[src/rtl/uvsv_pkg.sv]
`timescale 1ns / 1ps
// ----------------------------------------------------------------------------
// uvsv_pkg
// Shared constants and helpers for the UV sphere vertex generator.
// ----------------------------------------------------------------------------
package uvsv_pkg;

    localparam int MAX_SEGMENTS_DEF = 64;

    // configuration register indexes
    localparam logic [1:0] REG_SEGMENTS = 2'd0;
    localparam logic [1:0] REG_RADIUS   = 2'd1;

    localparam logic [6:0]  SEGMENTS_RST = 7'd18;
    localparam logic [15:0] RADIUS_RST   = 16'd256;

    // pi/2 in Q30 and 1.0 in Q30
    localparam logic [30:0] PI_HALF_Q30 = 31'd1686629713;
    localparam logic [30:0] Q30_ONE     = 31'h4000_0000;

    // Taylor series divisors, Horner order
    localparam int COS_STEPS = 5;
    localparam int SIN_STEPS = 4;
    localparam int unsigned COS_DIV [COS_STEPS] = '{90, 56, 30, 12, 2};
    localparam int unsigned SIN_DIV [SIN_STEPS] = '{72, 42, 20, 6};

    // x^2 stage plus three stages per Horner step
    localparam int POLY_LAT = 1 + 3 * COS_STEPS;

    // quotient bits resolved per divider stage
    localparam int DIV_STEP_BITS = 4;

    // quadrant codes
    localparam logic [1:0] QUAD_0 = 2'd0;
    localparam logic [1:0] QUAD_1 = 2'd1;
    localparam logic [1:0] QUAD_2 = 2'd2;
    localparam logic [1:0] QUAD_3 = 2'd3;

    // signed right shift, round to nearest, ties away from zero
    function automatic logic signed [63:0] rnd_shift(logic signed [63:0] v, int unsigned sh);
        logic [63:0] mag;
        logic [63:0] half;
        logic        neg;
        neg  = v[63];
        mag  = neg ? 64'(-v) : 64'(v);
        half = 64'd1 << (sh - 1);
        mag  = (mag + half) >> sh;
        return neg ? -$signed(mag) : $signed(mag);
    endfunction

endpackage

[src/rtl/uvsv_div.sv]
`timescale 1ns / 1ps
// ----------------------------------------------------------------------------
// uvsv_div
// Pipelined restoring divider, STEP_BITS quotient bits per stage; the user
// must hold the divisor steady while items flow; the block does not check.
// ----------------------------------------------------------------------------
module uvsv_div #(
    parameter int NUM_W     = 38,
    parameter int DEN_W     = 8,
    parameter int STEP_BITS = uvsv_pkg::DIV_STEP_BITS
) (
    input  logic             clk,
    input  logic [NUM_W-1:0] num,
    input  logic [DEN_W-1:0] den,
    output logic [NUM_W-1:0] quo
);

    localparam int STEPS = (NUM_W + STEP_BITS - 1) / STEP_BITS;
    localparam int PAD_W = STEPS * STEP_BITS;

    logic [PAD_W-1:0] work_v [STEPS+1];
    logic [DEN_W-1:0] rem_v  [STEPS+1];

    assign work_v[0] = PAD_W'(num);
    assign rem_v[0]  = '0;

    for (genvar s = 0; s < STEPS; s++) begin : g_stage
        logic [PAD_W-1:0] work_reg;
        logic [PAD_W-1:0] work_next;
        logic [DEN_W-1:0] rem_reg;
        logic [DEN_W-1:0] rem_next;

        always_comb
        begin
            logic [PAD_W-1:0] w;
            logic [DEN_W:0]   r;
            w = work_v[s];
            r = {1'b0, rem_v[s]};
            for (int b = 0; b < STEP_BITS; b++)
            begin
                r = {r[DEN_W-1:0], w[PAD_W-1]};
                w = {w[PAD_W-2:0], 1'b0};
                if (r >= {1'b0, den})
                begin
                    r    = r - {1'b0, den};
                    w[0] = 1'b1;
                end
            end
            work_next = w;
            rem_next  = r[DEN_W-1:0];
        end

        always_ff @(posedge clk)
        begin
            work_reg <= work_next;
            rem_reg  <= rem_next;
        end

        assign work_v[s+1] = work_reg;
        assign rem_v[s+1]  = rem_reg;
    end

    assign quo = work_v[STEPS][NUM_W-1:0];

endmodule

[config.mk]
export PLATFORM = sky130hd
export DESIGN_NAME = uvsv_div
export DESIGN_NICKNAME = d
export VERILOG_FILES = /design/src/rtl/uvsv_pkg.sv /design/src/rtl/uvsv_div.sv
export SDC_FILE = /design/constraint.sdc
export NUM_CORES = 1
export LEC_CHECK = 0
export BUFFER_PORTS_ARGS = -buffer_cell sky130_fd_sc_hd__buf_2
export CAP_MARGIN = 20
export CORE_ASPECT_RATIO = 0.75
export CORE_UTILIZATION = 25
export DETAILED_ROUTE_END_ITERATION = 16
export PLACE_DENSITY = 0.44
export SYNTH_ARGS = -nofsm -noshare
export SYNTH_HDL_FRONTEND = slang
export SYNTH_SLANG_ARGS = --single-unit
[constraint.sdc]
create_clock -name clk -period 23.9 [get_ports clk]
set_clock_uncertainty 0.05 [all_clocks]
set_input_delay 2.39 -clock clk [delete_from_list [all_inputs] [get_ports clk]]
set_output_delay 2.39 -clock clk [all_outputs]
set_load 0.1 [all_outputs]
==> results of run 1 <==
## how the worst max path moves through the flow
stage           start                       endpoint  cells after the start
6_report       den[1]  g_stage[6].rem_reg[7]$_DFF_P_                     39
5_1_grt        den[1]  g_stage[6].rem_reg[3]$_DFF_P_                     41
4_1_cts        den[1]  g_stage[6].rem_reg[5]$_DFF_P_                     40
3_5_place_dp   den[1]  g_stage[6].rem_reg[5]$_DFF_P_                     40
3_3_place_gp   den[1]  g_stage[6].rem_reg[3]$_DFF_P_                     40
2_1_floorplan  den[1]  g_stage[4].rem_reg[3]$_DFF_P_                     43
## synth_stat cells, drive strengths merged, types with 4 or more instances
cell type	number
o21bai	20
nand2	138
nand4	40
clkbuf	27
fa	37
inv	152
and2	12
nor3b	5
a21boi	13
o41ai	6
o21a	37
a211oi	12
and4	4
or3	8
a31oi	6
o31ai	17
a21oi	176
o21ai	184
buf	9
or2	21
o211ai	10
mux2	103
xnor2	119
mux2i	32
nor2b	60
nand3b	5
nand3	31
a221oi	11
nor4b	4
a21o	67
ha	312
nor2	157
dfxtp	452
nor4	6
and3	14
nand2b	42
o31a	12
a221o	15
a311oi	5
xor2	67
a22oi	11
nor3	38
## per-stage QoR
step | hold slack (ns) | utilization | area (um^2) | setup slack, ns
6_report | 0.2650 | 0.2928 | 28430 | 11.53
5_1_grt | 0.2716 | 0.2927 | 28430 | 10.38
4_1_cts | 0.2660 | 0.2927 | 28430 | 11.67
3_5_place_dp | 0.2621 | 0.2738 | 26590 | 11.07
3_3_place_gp | 0.2606 | 0.2738 | 26590 | 11.15
2_1_floorplan | 0.2596 | - | 24510 | 11.54
## final cells by class
type	instances	area, um^2
fill	10160	68680
multi-input combinational	1896	14730
sequential	452	9049
tap	1313	1643
clock buffer	65	1421
timing repair buffer	107	593.1
inverter	153	575.6
clock inverter	33	412.9
antenna	1	2.502
## cells in the final DEF (no fill, tap or decap), types with 37 or more instances in the layout
master     Yosys  layout
mux2_2       103     103
o21a_1        37      37
a21oi_1      175     175
ha_1         312     312
buf_2          4      84
nor2_1       157     157
xnor2_1      119     119
clkbuf_16      0      53
dfxtp_1      452     452
inv_1        150     143
a21o_1        67      67
nand4_1       40      40
nand2b_1      42      42
nor3_1        37      37
nor2b_1       60      60
nand2_1      138     138
o21ai_0      175     175
fa_1          37      37
xor2_1        67      67
## kinds of logic (layout without fill, tap and decap cells)
logic type,after synthesis,after routing
compound gates,633,633
xor+xnor,186,186
fa+ha+maj,349,349
buf+inv,189,358
flops,452,452
mux,135,135
other cells,1,4
simple gates,590,590
## critical path, delay by kind of cell
family,cells,cell delay (ns)
simple gates,8,2.34
mux,2,0.79
compound gates,18,4.49
buf+inv,7,1.50
fa+ha+maj,4,1.28
## routing by layer
metal | GRT usage | up-vias | part of all wire
li1 | - | 9338 | -
met1 | 0.1859 | 8089 | 0.54
met2 | 0.1723 | 241 | 0.39
met3 | 0.02158 | 72 | 0.039
met4 | 0.03631 | 0 | 0.024
met5 | 0 | - | 0
==> summary.txt, run 1 <==
Die
  – Die height: 273.1 um
  – Io pins: 85
  – # rows: 99
  – Die footprint: 99270 um^2
  – Core Region: 97110 um^2
  – Die width: 363.5 um
  – Starting Density: 0.2523

Worst hold path
  – Worst hold-check path type: reg -> reg
  – Hold_sp: g_stage[2].work_reg[6]$_DFF_P_
  – WHS Endpoint: g_stage[3].work_reg[10]$_DFF_P_
  – Hold Crit Depth: 0

Routing
  – Iter 0 DRT Violations: 875
  – Via count: 17740
  – ANT nets after route: 0
  – DR WL/cell: 15.08 um
  – Final WL: 60610 um
  – TritonRoute pass-1 iters: 5
  – DRC viols: 0
  – DR vias/cell: 4.413

Synthesis
  – Part of the Yosys area used for sequential elements: 0.3693
  – Post-synthesis adder-cell area fraction: 0.1896
  – Cell type with the highest aggregate area in the netlist: dfxtp_1
  – Warnings from Yosys: 0
  – Post-synth EDFFs: 0
  – Largest family of logic cells by synthesized area: adder cells
  – Synth Flop Type: dfxtp_1
  – Multiplexer area fraction after synthesis: 0.06042
  – Top cells by area, synth: dfxtp_1, ha_1, mux2_2
  – Synth Area in Compound Gates: 0.1650
  – Post-Synth XOR/XNOR Area: 0.06649
  – Synth unique cells: 80
  – Post-synthesis simple-gate area fraction: 0.1192
  – Post-synth ARST share: 0
  – Number of synthesized register bits: 452
  – Share of the synthesized area in the top cell type: 0.3693
  – Post-synthesis cell area: 24500 um^2
  – Gate Count Post-Synth: 2535
  – Mean Syn Cell Area: 9.665 um^2

Placement
  – Detailed placement HPWL: 44770 um
  – Inst Count DP: 3921
  – Port bufs: 84
  – Gpl congestion: 0.8261

Critical path
  – Worst path most repeated cell: a21oi_1
  – RR Endpoint: g_stage[6].rem_reg[7]$_DFF_P_
  – Reg2reg start: g_stage[5].rem_reg[0]$_DFF_P_
  – R2r setup slk: 14.01 ns
  – Worst endpoint data arrival time: 12.82 ns
  – Crit end category: register
  – CP required: 24.35 ns
  – Critical path type: in -> reg
  – Critical path's slowest cell: nor3b_1
  – CP startpoint kind: input pin
  – R2R cell count: 35
  – CP Max Fanout: 27
  – Slowest Stage Delay on Critical Path: 0.64 ns

Global route
  – Total GRT Usage: 0.1224
  – Vias in the first global route: 17100
  – Grt total ovfl: 0
  – Pin count of the biggest net entering global routing: 29
  – Initial antenna violation count: 1
  – Global-route wire length before repair: 96820 um

Flow run
  – Maxcap violations: 0

Clock tree
  – CTS Root Cell: clkbuf_16
  – CTS buffer count: 52
  – Clock slew seen by the registers of the worst setup and hold paths: 0.06 ns
  – CTS resizes: 0
  – H-tree levels: 2
  – Clock sinks: 452
  – Hold-fix buffer count after cts: 0
  – CTS tree: built
  – CTS Buffer Depth: 3
  – Clock Latency Late Sink: 0.61 ns
  – Post-CTS Repair Setup Buffers: 0

Timing
  – Final cycle utilization of the critical path: 0.5175
  – Rel. slew slack: 0.3612
  – Setup-failing EPs final: 0
  – Max-slew violations: 0
  – Final Hold Vio Count: 0
  – Post-route setup TNS: 0 ns
  – Achievable Freq: 80.84 MHz
  – Least-Margin Pin Slew: 0.9518 ns
  – Unrepaired setup endpoints after global routing: false
  – Crit path time final: 12.37 ns

Outcome
  – Status: finished clean

Final layout
  – Final non-filler cell total: 4020
  – Nets: 3058
  – Largest register FFs: 380
  – Synthesis-to-finish area growth: 16.05%
  – Layout cells sized above 1: 0.1282
Power of run 1 is left out: the tool's default activity adds up to more than one toggle a clock period on the data nets, which glitch-free logic cannot reach.
==> run 2, diff against run 1 <==
==> constraint.sdc (replaced) <==
create_clock -name clk -period 12.9 [get_ports clk]
set_clock_uncertainty 0.05 [all_clocks]
set_input_delay 1.29 -clock clk [delete_from_list [all_inputs] [get_ports clk]]
set_output_delay 1.29 -clock clk [all_outputs]
set_load 0.1 [all_outputs]
==> run 2 against run 1 <==
  * Die area stayed put
  * Worst hold slack got worse by 0.019 ns
  * Cell area about the same
  * Sequential cell count did not move
==> summary.txt, run 2 (synthesized netlist as in run 1, its figures left out) <==
Outcome
  – Status: finished clean (unchanged)

Worst hold path
  – Hold_sp: g_stage[7].work_reg[2]$_DFF_P_ (was g_stage[2].work_reg[6]$_DFF_P_)
  – Worst hold-check path type: reg -> reg (unchanged)
  – Hold Crit Depth: 0 (unchanged)
  – WHS Endpoint: g_stage[8].work_reg[6]$_DFF_P_ (was g_stage[3].work_reg[10]$_DFF_P_)

Critical path
  – CP Max Fanout: 17 (was 27)
  – Critical path type: in -> reg (unchanged)
  – RR Endpoint: g_stage[6].rem_reg[1]$_DFF_P_ (was g_stage[6].rem_reg[7]$_DFF_P_)
  – R2R cell count: 36 (was 35)
  – Worst endpoint data arrival time: 11.53 ns (was 12.82 ns)
  – CP startpoint kind: input pin (unchanged)
  – Slowest Stage Delay on Critical Path: 0.62 ns (was 0.64 ns)
  – CP required: 13.32 ns (was 24.35 ns)
  – Worst path most repeated cell: a21oi_1 (unchanged)
  – Reg2reg start: g_stage[5].rem_reg[0]$_DFF_P_ (unchanged)
  – R2r setup slk: 2.79 ns (was 14.01 ns)
  – Crit end category: register (unchanged)
  – Critical path's slowest cell: a311oi_2 (was nor3b_1)

Routing
  – DR WL/cell: 15.43 um (was 15.08 um)
  – DRC viols: 0 (unchanged)
  – Via count: 17920 (was 17740)
  – TritonRoute pass-1 iters: 5 (unchanged)
  – Final WL: 62090 um (was 60610 um)
  – ANT nets after route: 0 (unchanged)
  – DR vias/cell: 4.453 (was 4.413)
  – Iter 0 DRT Violations: 900 (was 875)

Clock tree
  – Clock sinks: 452 (unchanged)
  – Clock Latency Late Sink: 0.61 ns (about the same)
  – CTS Root Cell: clkbuf_16 (unchanged)
  – Hold-fix buffer count after cts: 0 (unchanged)
  – Clock slew seen by the registers of the worst setup and hold paths: 0.07 ns (was 0.06 ns)
  – H-tree levels: 2 (unchanged)
  – CTS resizes: 0 (unchanged)
  – CTS buffer count: 51 (was 52)
  – CTS tree: built (unchanged)
  – CTS Buffer Depth: 3 (unchanged)
  – Post-CTS Repair Setup Buffers: 0 (unchanged)

Global route
  – Grt total ovfl: 0 (unchanged)
  – Initial antenna violation count: 2 (was 1)
  – Total GRT Usage: 0.1253 (was 0.1224)
  – Vias in the first global route: 17350 (was 17100)
  – Global-route wire length before repair: 98170 um (was 96820 um)
  – Pin count of the biggest net entering global routing: 22 (was 29)

Timing
  – Final Hold Vio Count: 0 (unchanged)
  – Rel. slew slack: 0.3223 (was 0.3612)
  – Post-route setup TNS: 0 ns (unchanged)
  – Unrepaired setup endpoints after global routing: false (unchanged)
  – Achievable Freq: 90.04 MHz
  – Fin Hold WS: 0.2465 ns (was 0.2650 ns)
  – Max-slew violations: 0 (unchanged)
  – Least-Margin Pin Slew: 1.010 ns (was 0.9518 ns)
  – Final cycle utilization of the critical path: 0.8609
  – Crit path time final: 11.11 ns
  – Setup-failing EPs final: 0 (unchanged)

Die
  – Core Region: 97110 um^2 (unchanged)
  – Io pins: 85 (unchanged)
  – Die width: 363.5 um (unchanged)
  – Die footprint: 99270 um^2 (unchanged)
  – # rows: 99 (unchanged)
  – Die height: 273.1 um (unchanged)
  – Starting Density: 0.2523 (unchanged)

Placement
  – Gpl congestion: 0.8159 (was 0.8261)
  – Detailed placement HPWL: 46430 um (was 44770 um)
  – Port bufs: 84 (unchanged)

Final layout
  – Nets: 3067 (was 3058)
  – Layout cells sized above 1: 0.1302 (was 0.1282)
  – Largest register FFs: 380 (unchanged)
  – Most common cell after layout, fill and taps aside: dfxtp_1 (unchanged)
  – Antenna Cells: 0 (was 1)
  – Synthesis-to-finish area growth: 16.12% (was 16.05%)
  – Most frequent cells in the layout: dfxtp_1, ha_1, a21oi_1, o21ai_0, nor2_1 (unchanged)

Flow run
  – Maxcap violations: 0 (unchanged)
-- run 2: layout make-up --
| cell class | count | area (um^2) |
|---|---|---|
| clock inverters | 32 | 397.9 |
| clock buffers | 62 | 1358 |
| multi-input cells | 1896 | 14730 |
| flip-flops and latches | 452 | 9049 |
| inverters | 153 | 575.6 |
| well taps | 1313 | 1643 |
| repair buffers | 117 | 693.2 |
| fillers | 10250 | 68660 |
-- run 2: how the worst max path moves through the flow --
stage,cells past startpoint,slack [ns],from,end
6_report,38,1.79,den[6],g_stage[6].rem_reg[1]$_DFF_P_
4_1_cts,38,1.92,den[6],g_stage[6].rem_reg[1]$_DFF_P_
3_3_place_gp,38,1.21,den[6],g_stage[6].rem_reg[3]$_DFF_P_
3_5_place_dp,38,1.32,den[6],g_stage[6].rem_reg[3]$_DFF_P_
5_1_grt,38,0.92,den[6],g_stage[6].rem_reg[1]$_DFF_P_
2_1_floorplan,43,1.64,den[1],g_stage[4].rem_reg[4]$_DFF_P_
-- run 2: worst max-delay path, delay by kind of cell --
kind	cells	cell delay, ns
AOI/OAI and AO/OA	21	5.77
adders and majority gates	4	1.28
buffers and inverters	5	1.39
and+or+nand+nor	8	1.77
-- run 2: through the flow --
stage          setup WS [ns]  instances  area [um^2]    util
5_1_grt               0.9247       4025        28450  0.2930
6_report               1.794       4025        28450  0.2930
2_1_floorplan          1.643       2537        24510       -
4_1_cts                1.915       4025        28450  0.2930
3_3_place_gp           1.207       3931        26690  0.2749
3_5_place_dp           1.318       3931        26690  0.2749
-- run 2: routing by layer --
layer	vias up	part of all wire	global-route usage
met2	270	0.39	0.1777
met1	8224	0.55	0.1916
met3	72	0.043	0.02184
met5	-	0	0
li1	9356	-	-
met4	0	0.018	0.03076
Power of run 2 is left out for the same reason.
==> run 3, diff against run 2 <==
--- a/config.mk
+++ b/config.mk
@@ -10,7 +10,7 @@
 export CORE_ASPECT_RATIO = 0.75
 export CORE_UTILIZATION = 25
 export DETAILED_ROUTE_END_ITERATION = 16
-export PLACE_DENSITY = 0.44
+export PLACE_DENSITY = 0.37
 export SYNTH_ARGS = -nofsm -noshare
 export SYNTH_HDL_FRONTEND = slang
 export SYNTH_SLANG_ARGS = --single-unit
==> run 3 against run 2 <==
  * Via count up 2.8%
  * Critical path depth grew 3
  * Worst hold slack better by 0.022 ns
  * Count of clock-buffer cells in the layout unchanged
  * Largest cell class unchanged
  * Sequential share of layout area increased by 0.062 points
  * Global-route usage up 0.57 points
  * Register-to-register slack lost 0.02 ns
  * Critical path type unchanged
  * Sequential cell count unchanged
  * Utilization down 0.057 points
==> summary.txt, run 3 (synthesized netlist as in run 1, its figures left out) <==
Global route
  – Pin count of the biggest net entering global routing: 23 (was 22)
  – Global-route wire length before repair: 102600 um (was 98170 um)
  – Total GRT Usage: 0.1310 (was 0.1253)
  – Initial antenna violation count: 2 (unchanged)
  – Vias in the first global route: 18320 (was 17350)
  – Grt total ovfl: 0 (unchanged)

Timing
  – Crit path time final: 11.16 ns (was 11.11 ns)
  – Final cycle utilization of the critical path: 0.8649 (was 0.8609)
  – Unrepaired setup endpoints after global routing: false (unchanged)
  – Rel. slew slack: 0.4209 (was 0.3223)
  – Final Hold Vio Count: 0 (unchanged)
  – Achievable Freq: 89.63 MHz (was 90.04 MHz)
  – PnR worst setup slack: 1.743 ns (was 1.794 ns)
  – Post-route setup TNS: 0 ns (unchanged)
  – Setup-failing EPs final: 0 (unchanged)
  – Least-Margin Pin Slew: 0.8655 ns (was 1.010 ns)
  – Max-slew violations: 0 (unchanged)

Final layout
  – Filler cells: 10200 (was 10250)
  – Most frequent cells in the layout: dfxtp_1, ha_1, a21oi_1, o21ai_0, nor2_1 (unchanged)
  – Most common cell after layout, fill and taps aside: dfxtp_1 (unchanged)
  – Antenna Cells: 0 (unchanged)
  – Layout cells sized above 1: 0.1303 (was 0.1302)
  – Synthesis-to-finish area growth: 15.90% (was 16.12%)
  – Largest register FFs: 380 (unchanged)
  – Nets: 3069 (was 3067)

Critical path
  – R2R cell count: 39 (was 36)
  – Reg2reg start: g_stage[3].rem_reg[0]$_DFF_P_ (was g_stage[5].rem_reg[0]$_DFF_P_)
  – CP delay by family, top: compound AO/OA/AOI/OAI gates (unchanged)
  – CP startpoint kind: input pin (unchanged)
  – Worst path most repeated cell: a21oi_1 (unchanged)
  – Crit end category: register (unchanged)
  – Critical path's slowest cell: o21ai_0 (was a311oi_2)
  – Critical path type: in -> reg (unchanged)
  – RR Endpoint: g_stage[4].rem_reg[4]$_DFF_P_ (was g_stage[6].rem_reg[1]$_DFF_P_)
  – Bufs and invs on worst path: 5 (unchanged)
  – CP Max Fanout: 22 (was 17)
  – Worst endpoint data arrival time: 11.58 ns (was 11.53 ns)
  – CP required: 13.33 ns (was 13.32 ns)
  – R2r setup slk: 2.77 ns (was 2.79 ns)
  – Slowest Stage Delay on Critical Path: 0.65 ns (was 0.62 ns)

Clock tree
  – CTS tree: built (unchanged)
  – Clock slew seen by the registers of the worst setup and hold paths: 0.07 ns (about the same)
  – CTS Root Cell: clkbuf_16 (unchanged)
  – CTS buffer count: 49 (was 51)
  – CTS Buffer Depth: 3 (unchanged)
  – Clock sinks: 452 (unchanged)
  – H-tree levels: 2 (unchanged)
  – Post-CTS Repair Setup Buffers: 0 (unchanged)
  – Hold-fix buffer count after cts: 0 (unchanged)
  – Clock Latency Late Sink: 0.60 ns (was 0.61 ns)
  – CTS resizes: 0 (unchanged)

Routing
  – Final WL: 65190 um (was 62090 um)
  – Iter 0 DRT Violations: 1177 (was 900)
  – ANT nets after route: 0 (unchanged)
  – DR WL/cell: 16.20 um (was 15.43 um)
  – Via count: 18420 (was 17920)
  – TritonRoute pass-1 iters: 5 (unchanged)
  – DRC viols: 0 (unchanged)
  – DR vias/cell: 4.579 (was 4.453)

Flow run
  – Maxcap violations: 0 (unchanged)

Outcome
  – Status: finished clean (unchanged)

Worst hold path
  – Worst hold-check path type: reg -> reg (unchanged)
  – Hold_sp: g_stage[6].work_reg[33]$_DFF_P_ (was g_stage[7].work_reg[2]$_DFF_P_)
  – WHS Endpoint: g_stage[7].work_reg[37]$_DFF_P_ (was g_stage[8].work_reg[6]$_DFF_P_)
  – Hold Crit Depth: 0 (unchanged)

Die
  – # rows: 99 (unchanged)
  – Die footprint: 99270 um^2 (unchanged)
  – Io pins: 85 (unchanged)
  – Starting Density: 0.2523 (unchanged)
  – Die width: 363.5 um (unchanged)
  – Core Region: 97110 um^2 (unchanged)
  – Die height: 273.1 um (unchanged)

Placement
  – Port bufs: 84 (unchanged)
  – Pre-CTS setup slack: 1.189 ns (was 1.318 ns)
  – Detailed placement HPWL: 49400 um (was 46430 um)
  – Gpl congestion: 0.8292 (was 0.8159)
==> run 3: cell count changes in the layout (fill, tap and decap cells not counted) <==
cell / before / now
buf_4: 31 / 36
inv_6: 9 / 4
clkbuf_8: 4 / 8
clkbuf_1: 7 / 4
bufinv_16: 7 / 5
clkinvlp_4: 7 / 5
buf_12: 2 / 1
clkbuf_16: 51 / 50
clkinv_1: 1 / 2
clkinv_2: 7 / 8
clkinv_4: 3 / 2
clkinv_8: 0 / 1
inv_8: 0 / 1
==> run 3: stage by stage <==
step / instance area [um^2] / util / hold slack (ns) / std cells
global placement: 26700 / 0.2750 / 0.2600 / 3934
floorplan: 24510 / - / 0.2596 / 2537
CTS: 28390 / 0.2923 / 0.2672 / 4022
global route: 28390 / 0.2924 / 0.2711 / 4023
detailed placement: 26700 / 0.2750 / 0.2621 / 3934
finish: 28390 / 0.2924 / 0.2685 / 4023
==> run 3: how the worst max path moves through the flow <==
stage / slack, ns / cells past startpoint / to / startpoint
4_1_cts: 1.83 / 41 / g_stage[4].rem_reg[4]$_DFF_P_ / den[1]
3_3_place_gp: 1.57 / 41 / g_stage[4].rem_reg[5]$_DFF_P_ / den[1]
5_1_grt: 1.01 / 41 / g_stage[4].rem_reg[5]$_DFF_P_ / den[1]
6_report: 1.74 / 41 / g_stage[4].rem_reg[4]$_DFF_P_ / den[1]
2_1_floorplan: 1.64 / 43 / g_stage[4].rem_reg[4]$_DFF_P_ / den[1]
3_5_place_dp: 1.19 / 41 / g_stage[4].rem_reg[6]$_DFF_P_ / den[1]
==> run 3: layer usage <==
layer / track usage / vias to the layer above / part of all wire
li1: - / 9333 / -
met1: 0.1925 / 8686 / 0.52
met2: 0.1950 / 316 / 0.41
met3: 0.02112 / 85 / 0.041
met4: 0.03631 / 2 / 0.022
met5: 0 / - / 0.00020
==> run 3: final cells by class <==
| cell class | instances | area [um^2] | share of cell area |
|---|---|---|---|
| Multi-Input combinational cell | 1896 | 14730 | 0.5189 |
| Sequential cell | 452 | 9049 | 0.3187 |
| Tap cell | 1313 | 1643 | 0.05786 |
| Clock buffer | 62 | 1376 | 0.04847 |
| Timing Repair Buffer | 121 | 710.7 | 0.02503 |
| Inverter | 153 | 574.3 | 0.02023 |
| Clock inverter | 26 | 307.8 | 0.01084 |
Power of run 3 is left out for the same reason.
